$ cat src/rtl/rpn_pkg.sv
// ----------------------------------------------------------------------------
// rpn_pkg
// Shared types and codes for the reverse-Polish integer stack calculator.
// ----------------------------------------------------------------------------
package rpn_pkg;

    // default stack size
    localparam int unsigned STACK_DEPTH_DEF = 64;

    // token codes
    localparam logic [3:0] OP_PUSH   = 4'd0;
    localparam logic [3:0] OP_ADD    = 4'd1;
    localparam logic [3:0] OP_SUB    = 4'd2;
    localparam logic [3:0] OP_MUL    = 4'd3;
    localparam logic [3:0] OP_DIV    = 4'd4;
    localparam logic [3:0] OP_POW    = 4'd5;
    localparam logic [3:0] OP_SQRT   = 4'd6;
    localparam logic [3:0] OP_LOG    = 4'd7;
    localparam logic [3:0] OP_SELECT = 4'd8;
    localparam logic [3:0] OP_END    = 4'd9;

    // input beat
    typedef struct packed {
        logic [3:0]         operation;
        logic signed [31:0] push_value;
    } t_in_beat;

    // output beat
    typedef struct packed {
        logic signed [31:0] final_value;
        logic               ok;
    } t_out_beat;

    // request to the arithmetic unit
    typedef struct packed {
        logic        start;
        logic [3:0]  op;
        logic [31:0] a;
        logic [31:0] b;
        logic [31:0] c;
    } t_alu_req;

    // response from the arithmetic unit
    typedef struct packed {
        logic        done;
        logic        err;
        logic [31:0] value;
    } t_alu_rsp;

    // sequencer states
    typedef enum logic [2:0] {
        S_IDLE,
        S_RD,
        S_CAP,
        S_START,
        S_WAIT,
        S_END_RD,
        S_END_OUT
    } t_ctl_state;

    // arithmetic unit states
    typedef enum logic [2:0] {
        A_IDLE,
        A_DIV,
        A_POW_SQ,
        A_POW_MUL,
        A_SQRT,
        A_LOG,
        A_DONE
    } t_alu_state;

endpackage

$ cat src/rtl/rpn_alu.sv
// ----------------------------------------------------------------------------
// rpn_alu
// Iterative arithmetic unit around one shared 32x32 multiplier and one divide
// trial subtractor: divide, power, square root and logarithm take many steps.
// ----------------------------------------------------------------------------
module rpn_alu
    import rpn_pkg::*;
(
    input  logic     i_clk,
    input  logic     i_rst_n,
    input  t_alu_req i_req,
    output t_alu_rsp o_rsp
);

    t_alu_state r_state, n_state;
    logic [31:0] r_acc, n_acc;   // product, root, quotient or count
    logic [31:0] r_rem, n_rem;   // remainder or log power
    logic [31:0] r_x, n_x;       // first operand
    logic [31:0] r_y, n_y;       // second operand (magnitude for divide)
    logic [4:0]  r_step, n_step;
    logic        r_neg, n_neg;
    logic        r_err, n_err;

    // shared multiplier
    logic [31:0] mul_x, mul_y;
    logic [63:0] mul_p;
    assign mul_p = {32'd0, mul_x} * {32'd0, mul_y};

    // divide step and root trial
    logic [32:0] div_trial;
    logic [31:0] sqrt_t;
    assign div_trial = {r_rem, r_acc[31]} - {1'b0, r_y};
    assign sqrt_t    = r_acc | (32'd1 << r_step);

    // multiplier operand selection
    always_comb begin
        mul_x = i_req.a;
        mul_y = i_req.b;
        unique case (r_state)
            A_POW_SQ:  begin mul_x = r_acc; mul_y = r_acc; end
            A_POW_MUL: begin mul_x = r_acc; mul_y = r_x;   end
            A_SQRT:    begin mul_x = sqrt_t; mul_y = sqrt_t; end
            A_LOG:     begin mul_x = r_rem; mul_y = r_y;   end
            default:   begin mul_x = i_req.a; mul_y = i_req.b; end
        endcase
    end

    // next state and datapath
    always_comb begin
        n_state = r_state;
        n_acc   = r_acc;
        n_rem   = r_rem;
        n_x     = r_x;
        n_y     = r_y;
        n_step  = r_step;
        n_neg   = r_neg;
        n_err   = r_err;
        unique case (r_state)
            A_IDLE: begin
                if (i_req.start) begin
                    n_err   = 1'b0;
                    n_state = A_DONE;
                    n_x     = i_req.a;
                    n_y     = i_req.b;
                    n_step  = 5'd31;
                    case (i_req.op)
                        OP_ADD: n_acc = i_req.a + i_req.b;
                        OP_SUB: n_acc = i_req.a - i_req.b;
                        OP_MUL: n_acc = mul_p[31:0];
                        OP_DIV: begin
                            if (i_req.b == 32'd0 ||
                                (i_req.a == 32'h8000_0000 && i_req.b == 32'hFFFF_FFFF)) begin
                                n_err = 1'b1;
                            end else begin
                                n_acc   = i_req.a[31] ? -i_req.a : i_req.a;
                                n_y     = i_req.b[31] ? -i_req.b : i_req.b;
                                n_rem   = 32'd0;
                                n_neg   = i_req.a[31] ^ i_req.b[31];
                                n_state = A_DIV;
                            end
                        end
                        OP_POW: begin
                            if (i_req.b[31]) begin
                                n_err = 1'b1;
                            end else begin
                                n_acc   = 32'd1;
                                n_state = A_POW_SQ;
                            end
                        end
                        OP_SQRT: begin
                            if (i_req.a[31]) begin
                                n_err = 1'b1;
                            end else begin
                                n_acc   = 32'd0;
                                n_step  = 5'd15;
                                n_state = A_SQRT;
                            end
                        end
                        OP_LOG: begin
                            if ($signed(i_req.b) <= 32'sd1) begin
                                n_err = 1'b1;
                            end else begin
                                n_acc   = 32'd0;
                                n_rem   = 32'd1;
                                n_state = A_LOG;
                            end
                        end
                        default: n_acc = (i_req.a == 32'd0) ? i_req.c : i_req.b;
                    endcase
                end
            end
            A_DIV: begin
                // restoring divide, one quotient bit a cycle
                if (!div_trial[32]) begin
                    n_rem = div_trial[31:0];
                    n_acc = {r_acc[30:0], 1'b1};
                end else begin
                    n_rem = {r_rem[30:0], r_acc[31]};
                    n_acc = {r_acc[30:0], 1'b0};
                end
                n_step = r_step - 5'd1;
                if (r_step == 5'd0) begin
                    if (r_neg) begin
                        n_acc = -n_acc;
                    end
                    n_state = A_DONE;
                end
            end
            A_POW_SQ: begin
                n_acc = mul_p[31:0];
                if (r_y[r_step]) begin
                    n_state = A_POW_MUL;
                end else if (r_step == 5'd0) begin
                    n_state = A_DONE;
                end else begin
                    n_step = r_step - 5'd1;
                end
            end
            A_POW_MUL: begin
                n_acc = mul_p[31:0];
                if (r_step == 5'd0) begin
                    n_state = A_DONE;
                end else begin
                    n_step  = r_step - 5'd1;
                    n_state = A_POW_SQ;
                end
            end
            A_SQRT: begin
                if (mul_p <= {32'd0, r_x}) begin
                    n_acc = sqrt_t;
                end
                n_step = r_step - 5'd1;
                if (r_step == 5'd0) begin
                    n_state = A_DONE;
                end
            end
            A_LOG: begin
                // grow the power of the base while it stays within x
                if ($signed(mul_p) <= $signed({{32{r_x[31]}}, r_x})) begin
                    n_rem = mul_p[31:0];
                    n_acc = r_acc + 32'd1;
                end else begin
                    n_state = A_DONE;
                end
            end
            A_DONE: n_state = A_IDLE;
            default: n_state = A_IDLE;
        endcase
    end

    // response
    always_comb begin
        o_rsp.done  = (r_state == A_DONE);
        o_rsp.err   = r_err;
        o_rsp.value = r_acc;
    end

    always_ff @(posedge i_clk) begin
        if (!i_rst_n) begin
            r_state <= A_IDLE;
            r_err   <= 1'b0;
        end else begin
            r_state <= n_state;
            r_err   <= n_err;
        end
        r_acc  <= n_acc;
        r_rem  <= n_rem;
        r_x    <= n_x;
        r_y    <= n_y;
        r_step <= n_step;
        r_neg  <= n_neg;
    end

endmodule

$ cat config.mk
export PLATFORM = sky130hd
export DESIGN_NAME = rpn_alu
export DESIGN_NICKNAME = d
export VERILOG_FILES = /design/src/rtl/rpn_pkg.sv /design/src/rtl/rpn_alu.sv
export SDC_FILE = /design/constraint.sdc
export NUM_CORES = 2
export LEC_CHECK = 0
export ABC_AREA = 1
export BUFFER_PORTS_ARGS = -buffer_cell sky130_fd_sc_hd__buf_4
export CAP_MARGIN = 0
export CORE_AREA = 2 2 314 347
export CTS_BUF_LIST = sky130_fd_sc_hd__clkbuf_8
export CTS_CLUSTER_DIAMETER = 120
export DETAILED_ROUTE_END_ITERATION = 10
export DIE_AREA = 0 0 316 349
export PLACE_DENSITY = 0.66
export SYNTH_ARGS = -nofsm -noshare
export SYNTH_HDL_FRONTEND = slang
export SYNTH_SLANG_ARGS = --single-unit
$ cat constraint.sdc
create_clock -name i_clk -period 21.8 [get_ports i_clk]
set_clock_uncertainty 0.15 [all_clocks]
set_input_delay 3.27 -clock i_clk [delete_from_list [all_inputs] [get_ports i_clk]]
set_output_delay 3.27 -clock i_clk [all_outputs]
set_load 0.03 [all_outputs]
Yosys cells after proc, flatten, opt, wreduce, memory -nomap -nowiden. Cells that the tools add are included.

Reduce and logical (&&, ||, !) cells: 17. Mux-type cells: 51. $lt $le $gt $ge: 4. Bitwise logic cells: 3. Multiply operators: 1. Eq/ne operators: 25. Shifts and indexed selects: 1. Add/subtract/negate cells: 8.

Operators with widths (number): $mux W32 (20); $pmux W32 S7 (1); $pmux W32 S3 (2); $pmux W32 S5 (1); $le A64 B32 Y1 (2); $pmux W32 S4 (1); $neg A32 Y32 (3); $eq A32 B32 Y1 const B (2); $logic_not A32 Y1 (2); $mul A32 B32 Y64 (1); $pmux W32 S2 (1); $sub A33 B32 Y33 (1); $add A32 B1 Y32 const B (1); $add A32 B32 Y32 (1); $le A32 B2 Y1 const B (1); $or A32 B32 Y32 (1); $shl A1 B5 Y32 const A (1); $sub A32 B32 Y32 (1); $mux W5 (5); $mux W3 (7); $pmux W5 S4 (1); $eq A4 B3 Y1 const B (4); $pmux W3 S5 (1); $ne A3 B3 Y1 const B (4); other kinds (29) (45).

Register bits after elaboration: 138. Word-level logic and storage cells: 118. Bits of input ports: 103. Output and inout bits: 34.

Logic depth before layout (Yosys ltp).
Depth after elaboration: 7. Gate-level depth with buffers: 59. Gate-level depth less buffers: 55.

Worst setup path before layout. OpenSTA, ideal clock, no wires.

Path kind: input port to flip-flop. Start: input i_req[95] in the netlist's numbering. End: register r_rem[0] (enable). Setup slack: 8.590 ns. Data arrival time: 12.628 ns. Cell stages on the path: 40. Buffers on the path: 3. Cells stage by stage: clkbuf_1 -> inv_1 -> buf_1 -> o21ai_0 -> buf_2 -> nand2_1 -> fa_1 -> inv_1 -> fa_1 -> fa_1 -> inv_1 -> fa_1 -> inv_1 -> fa_1 -> fa_1 -> fa_1 -> inv_1 -> fa_1 -> [... 4 more ...] -> nand2_1 -> nor3_1 -> nand4_1 -> nand3_1 -> nand2_1 -> nand2_1 -> inv_1 -> ha_1 -> nand2_1 -> nor3_1 -> nand2_1 -> nor4b_1 -> nand2_1 -> nand2_1 -> nand2_1 -> nand4_1 -> nand2_1 -> a21oi_1.

Longest elaborated chain between the ends: 5. Elaborated cells between the ends (all ways): 9.

Ends and longest elaborated chain: start: declaration (line rpn_alu.sv:11) `input t_alu_req i_req,`; $pmux W32 S3 / $eq A32 B32 Y1 (equally long branches) (line rpn_alu.sv:39, rpn_alu.sv:72); $mul A32 B32 Y64 / $logic_and A1 B1 Y1 (equally long branches) (line rpn_alu.sv:27, rpn_alu.sv:72); $le A64 B32 Y1 / $logic_or A1 B1 Y1 (equally long branches) (line rpn_alu.sv:159, rpn_alu.sv:71); $ne A2 B2 Y1 (no line) / $ne A3 B3 Y1 (equally long branches); $reduce_and A6 Y1 (no line) (*); end signal: assignment (line rpn_alu.sv:187) `r_rem <= n_rem;`; end: declaration (line rpn_alu.sv:17) `logic [31:0] r_rem, n_rem;`.

Every way passes the cells marked *; elsewhere a longest branch is shown, timed or not. A chain may end at the register's enable or synchronous reset.

Final worst setup path.
Start: register r_state[2]. End: register r_acc[9] (enable).

Longest elaborated chain between the ends: 7. Elaborated cells between the ends (all ways): 21.

Ends and longest elaborated chain: start: declaration (line rpn_alu.sv:15) `t_alu_state r_state, n_state;`; start signal: assignment (line rpn_alu.sv:183) `r_state <= n_state;`; $eq A3 B2 Y1 (line rpn_alu.sv:39, rpn_alu.sv:58); $reduce_or A2 Y1 (no line); $pmux W32 S3 (line rpn_alu.sv:39) `unique case (r_state)`; $mul A32 B32 Y64 (line rpn_alu.sv:27) `assign mul_p = {32'd0, mul_x} * {32'd0, mul_y};`; $le A64 B32 Y1, on equally long branches (line rpn_alu.sv:159, rpn_alu.sv:149); $ne A2 B2 Y1 (no line); $reduce_and A8 Y1 (no line) (*); end signal: assignment (line rpn_alu.sv:186) `r_acc <= n_acc;`; end: declaration (line rpn_alu.sv:16) `logic [31:0] r_acc, n_acc;`.

Marked as above.

==> impl_metrics.ini <==
[run_status]
run_status = finished clean

[cells_and_area]
final-instance-count-excl-fill = 8836
syn_to_final_growth_pct = 5.70
num-nets-final = 8810
reg_area_um2 = 4100
area_of_the_multi_input_gates_um2 = 41500
drive_gt1_frac = 0.0554
final_design_utilization = 0.526
n_fill_cell = 10800

[hold_path]
min_path_type = register to register
hold_depth = 2

[setup_path]
path_class = register to register
timing.critical_path.required_ns = 21.82
worst_path_largest_cell_delay_ns = 1.07
crit_path_end_kind = register
arrival_time_at_the_worst_endpoint_ns = 14.94
worst_r2r_path_depth = 44
critical-path-slowest-cell = sky130_fd_sc_hd__o2111ai_1
reg_to_reg_slack_setup_ns = 6.87
maximum_fanout_along_the_worst_path = 32
critical_path.most_common_cell = sky130_fd_sc_hd__nand2_1
critPathLaunchType = register

[flow_run]
cap_violations = 0

[yosys]
post_synth.cell_area_avg_um2 = 7.17
yosys_most_used_dff = sky130_fd_sc_hd__edfxtp_1
yosysSeqAreaShare = 0.0773
yosysWarnings = 0
synthesis.instances = 7409
synth_edf_count = 134
synth.cell_area_um2 = 53100
synth-seq-cells = 138
asyncSetResetFlopFracSynth = 0
yosysUniqueCellTypes = 65
synth_nets = 8813

[sta]
final.min_clock_period_ns = 14.93
report.final.setup_viol = 0
slew_at_the_pin_closest_to_its_max_slew_limit_ns = 1.47
final-hold-violation-count = 0
timing.final.crit_share = 0.685
rsz_0062_raised_after_global_routing = no
timing.max_slew.rel_slack = 0.0217
fmaxAchievable_mhz = 67.0
finalMaxSlewViolations = 0
aggregate_negative_setup_slack_ns = 0

[clock_network]
tritoncts = done
cts-buffers-inserted = 17
post_cts_resized = 0
clk_transition_reported_paths_ns = 0.11
cts.sinks = 138
h-tree-depth = 4
cts_root_buffer = sky130_fd_sc_hd__clkbuf_8
clkLatencyLatePin_ns = 0.55
holdBufCountCts = 0
postCtsSetupBuffers = 0
clock_path_buffers = 2

[drt]
post_drt_wl_per_cell_um = 28.6
firstDrtPassIters = 9
drt_wl_total_um = 253000
drt_drc_violations_left = 0
route.detailed.vias_per_inst = 5.96
drt_iter0_markers = 5988
antenna_left = 0
num_vias = 52700

[global_routing]
first_pass_grt_wire_length_um = 367000
grt_ovf = 0
antenna_found_initial = 12
grt_util_all_layers = 0.466
number_of_global_route_vias_before_repair = 54500
grt_max_degree = 56

[placed_design]
place.detailed.instances = 8791
port_bufs = 136
gp_congestion = 1.15
dpl.hpwl_um = 205000

[floorplan]
initial_utilization = 0.497
core_region_area_um2 = 107000
ioPinCount = 137
chipWidth_um = 316
die_h_um = 349
number_of_core_rows = 126
die_area_um2 = 110000
==> worst max-delay path: cells and delay by family (launching register included) <==
| family | cells | cell delay [ns] |
|---|---|---|
| and+or+nand+nor | 19 | 4.13 |
| buffers and inverters | 12 | 3.16 |
| AOI/OAI and AO/OA | 3 | 1.81 |
| adders and majority gates | 10 | 4.71 |
| DFF | 1 | 0.42 |
==> cells by family (layout without fill, tap and decap cells) <==
family / Yosys count / count (layout) / share of synthesized area
adders and majority gates: 1301 / 1301 / 0.434
DFF: 138 / 138 / 0.0773
AOI/OAI and AO/OA: 896 / 896 / 0.0968
xor gates and xnor gates: 92 / 92 / 0.0152
other: 0 / 9 / 0
buffers and inverters: 1965 / 1975 / 0.144
and+or+nand+nor: 3017 / 3017 / 0.233
==> through the flow <==
step / instance area, um^2 / worst slack (ns) / hold WS (ns)
6_report: 56100 / 6.87 / 0.505
5_1_grt: 56100 / 6.63 / 0.512
4_1_cts: 56000 / 7.51 / 0.482
3_5_place_dp: 55600 / 7.04 / 0.458
3_3_place_gp: 55600 / 7.00 / 0.460
2_1_floorplan: 53100 / 8.59 / 0.367
==> layout by cell type (no fill, tap or decap), drive strengths merged, types with 3 or more instances in the layout <==
cell type  count
fa           898
nand3b        24
xnor2         21
inv         1683
o22ai         32
a2111oi        3
o21ai        358
a211oi        14
dfxtp          4
a22oi          7
a21o          13
nand4         71
or2           14
and3           4
o221ai         5
o31ai          7
nand2       1766
o2111ai       18
clkbuf        18
clkinv        12
a21oi        322
a31oi         13
and2           3
nand3        236
edfxtp       134
diode          9
nor4          50
o21bai        18
nor3          73
a221oi        29
xor2          71
ha           403
a41oi          4
buf          261
o211ai        25
a21boi         5
o21a          12
nor2         771
==> sequential cells by signal, indices dropped and copies added, names as in the netlist <==
register  flops
r_acc        32
r_rem        32
r_x          32
r_y          32
r_step        5
r_state       3
r_err         1
r_neg         1
==> area by class of cell <==
type                    instances  area share
clock buffers                  17     0.00417
well taps                    1408      0.0314
flip-flops and latches        138      0.0731
clock inverters                15     0.00299
inverters                    1681       0.112
multi-input cells            5306       0.740
repair buffers                262      0.0351
diodes                          9    0.000401
==> path summary, 6_finish.rpt <==
check,startpoint,end
worst max-delay path,r_state[2],r_acc[9]
worst min-delay path,r_err,r_err
worst max register to register,r_state[2],r_acc[9]
worst min register to register,r_err,r_err
==> cells in the mapped netlist (4+ instances only) <==
cell type / count / area share
sky130_fd_sc_hd__nor4_4: 9 / 0.0036
sky130_fd_sc_hd__nor4_1: 38 / 0.0045
sky130_fd_sc_hd__a31oi_1: 13 / 0.0015
sky130_fd_sc_hd__xnor2_1: 21 / 0.0035
sky130_fd_sc_hd__o211ai_1: 25 / 0.0035
sky130_fd_sc_hd__buf_6: 7 / 0.0015
sky130_fd_sc_hd__and3_1: 4 / 0.00047
sky130_fd_sc_hd__o22ai_1: 32 / 0.0038
sky130_fd_sc_hd__inv_2: 30 / 0.0021
sky130_fd_sc_hd__dfxtp_1: 4 / 0.0015
sky130_fd_sc_hd__a22oi_1: 7 / 0.00099
sky130_fd_sc_hd__clkbuf_1: 127 / 0.0090
sky130_fd_sc_hd__o2111ai_1: 18 / 0.0030
sky130_fd_sc_hd__nand3_1: 235 / 0.022
sky130_fd_sc_hd__clkinv_1: 8 / 0.00057
sky130_fd_sc_hd__a211oi_1: 14 / 0.0020
sky130_fd_sc_hd__or2_2: 12 / 0.0014
sky130_fd_sc_hd__o221ai_1: 5 / 0.00082
sky130_fd_sc_hd__o21a_1: 12 / 0.0017
sky130_fd_sc_hd__inv_1: 1643 / 0.12
sky130_fd_sc_hd__buf_2: 136 / 0.013
sky130_fd_sc_hd__buf_1: 7 / 0.00050
sky130_fd_sc_hd__a41oi_1: 4 / 0.00066
sky130_fd_sc_hd__nor3_1: 69 / 0.0065
sky130_fd_sc_hd__o21ai_1: 25 / 0.0024
sky130_fd_sc_hd__o31ai_1: 7 / 0.00099
sky130_fd_sc_hd__buf_4: 7 / 0.00099
sky130_fd_sc_hd__nor2_1: 766 / 0.054
sky130_fd_sc_hd__ha_1: 403 / 0.095
sky130_fd_sc_hd__xor2_1: 71 / 0.012
sky130_fd_sc_hd__a21oi_1: 321 / 0.030
sky130_fd_sc_hd__o21ai_2: 13 / 0.0021
sky130_fd_sc_hd__nand2_1: 1764 / 0.12
sky130_fd_sc_hd__edfxtp_1: 134 / 0.076
sky130_fd_sc_hd__fa_1: 898 / 0.34
sky130_fd_sc_hd__o21bai_1: 18 / 0.0025
sky130_fd_sc_hd__a21o_1: 13 / 0.0018
sky130_fd_sc_hd__o21ai_0: 318 / 0.030
sky130_fd_sc_hd__a21boi_0: 5 / 0.00071
sky130_fd_sc_hd__nand4_1: 71 / 0.0084
sky130_fd_sc_hd__a221oi_1: 29 / 0.0048
sky130_fd_sc_hd__nand3b_1: 24 / 0.0034
==> per-layer routing <==
metal | global-route usage | vias to the layer above | wire, um
li1 | - | 22600 | -
met1 | 0.512 | 25400 | 83900
met2 | 0.736 | 3472 | 113000
met3 | 0.119 | 1173 | 26600
met4 | 0.433 | 4 | 29600
met5 | 0 | - | 69
Power is left out: the tool's default activity adds up to more than one toggle a clock period on the data nets, which glitch-free logic cannot reach.
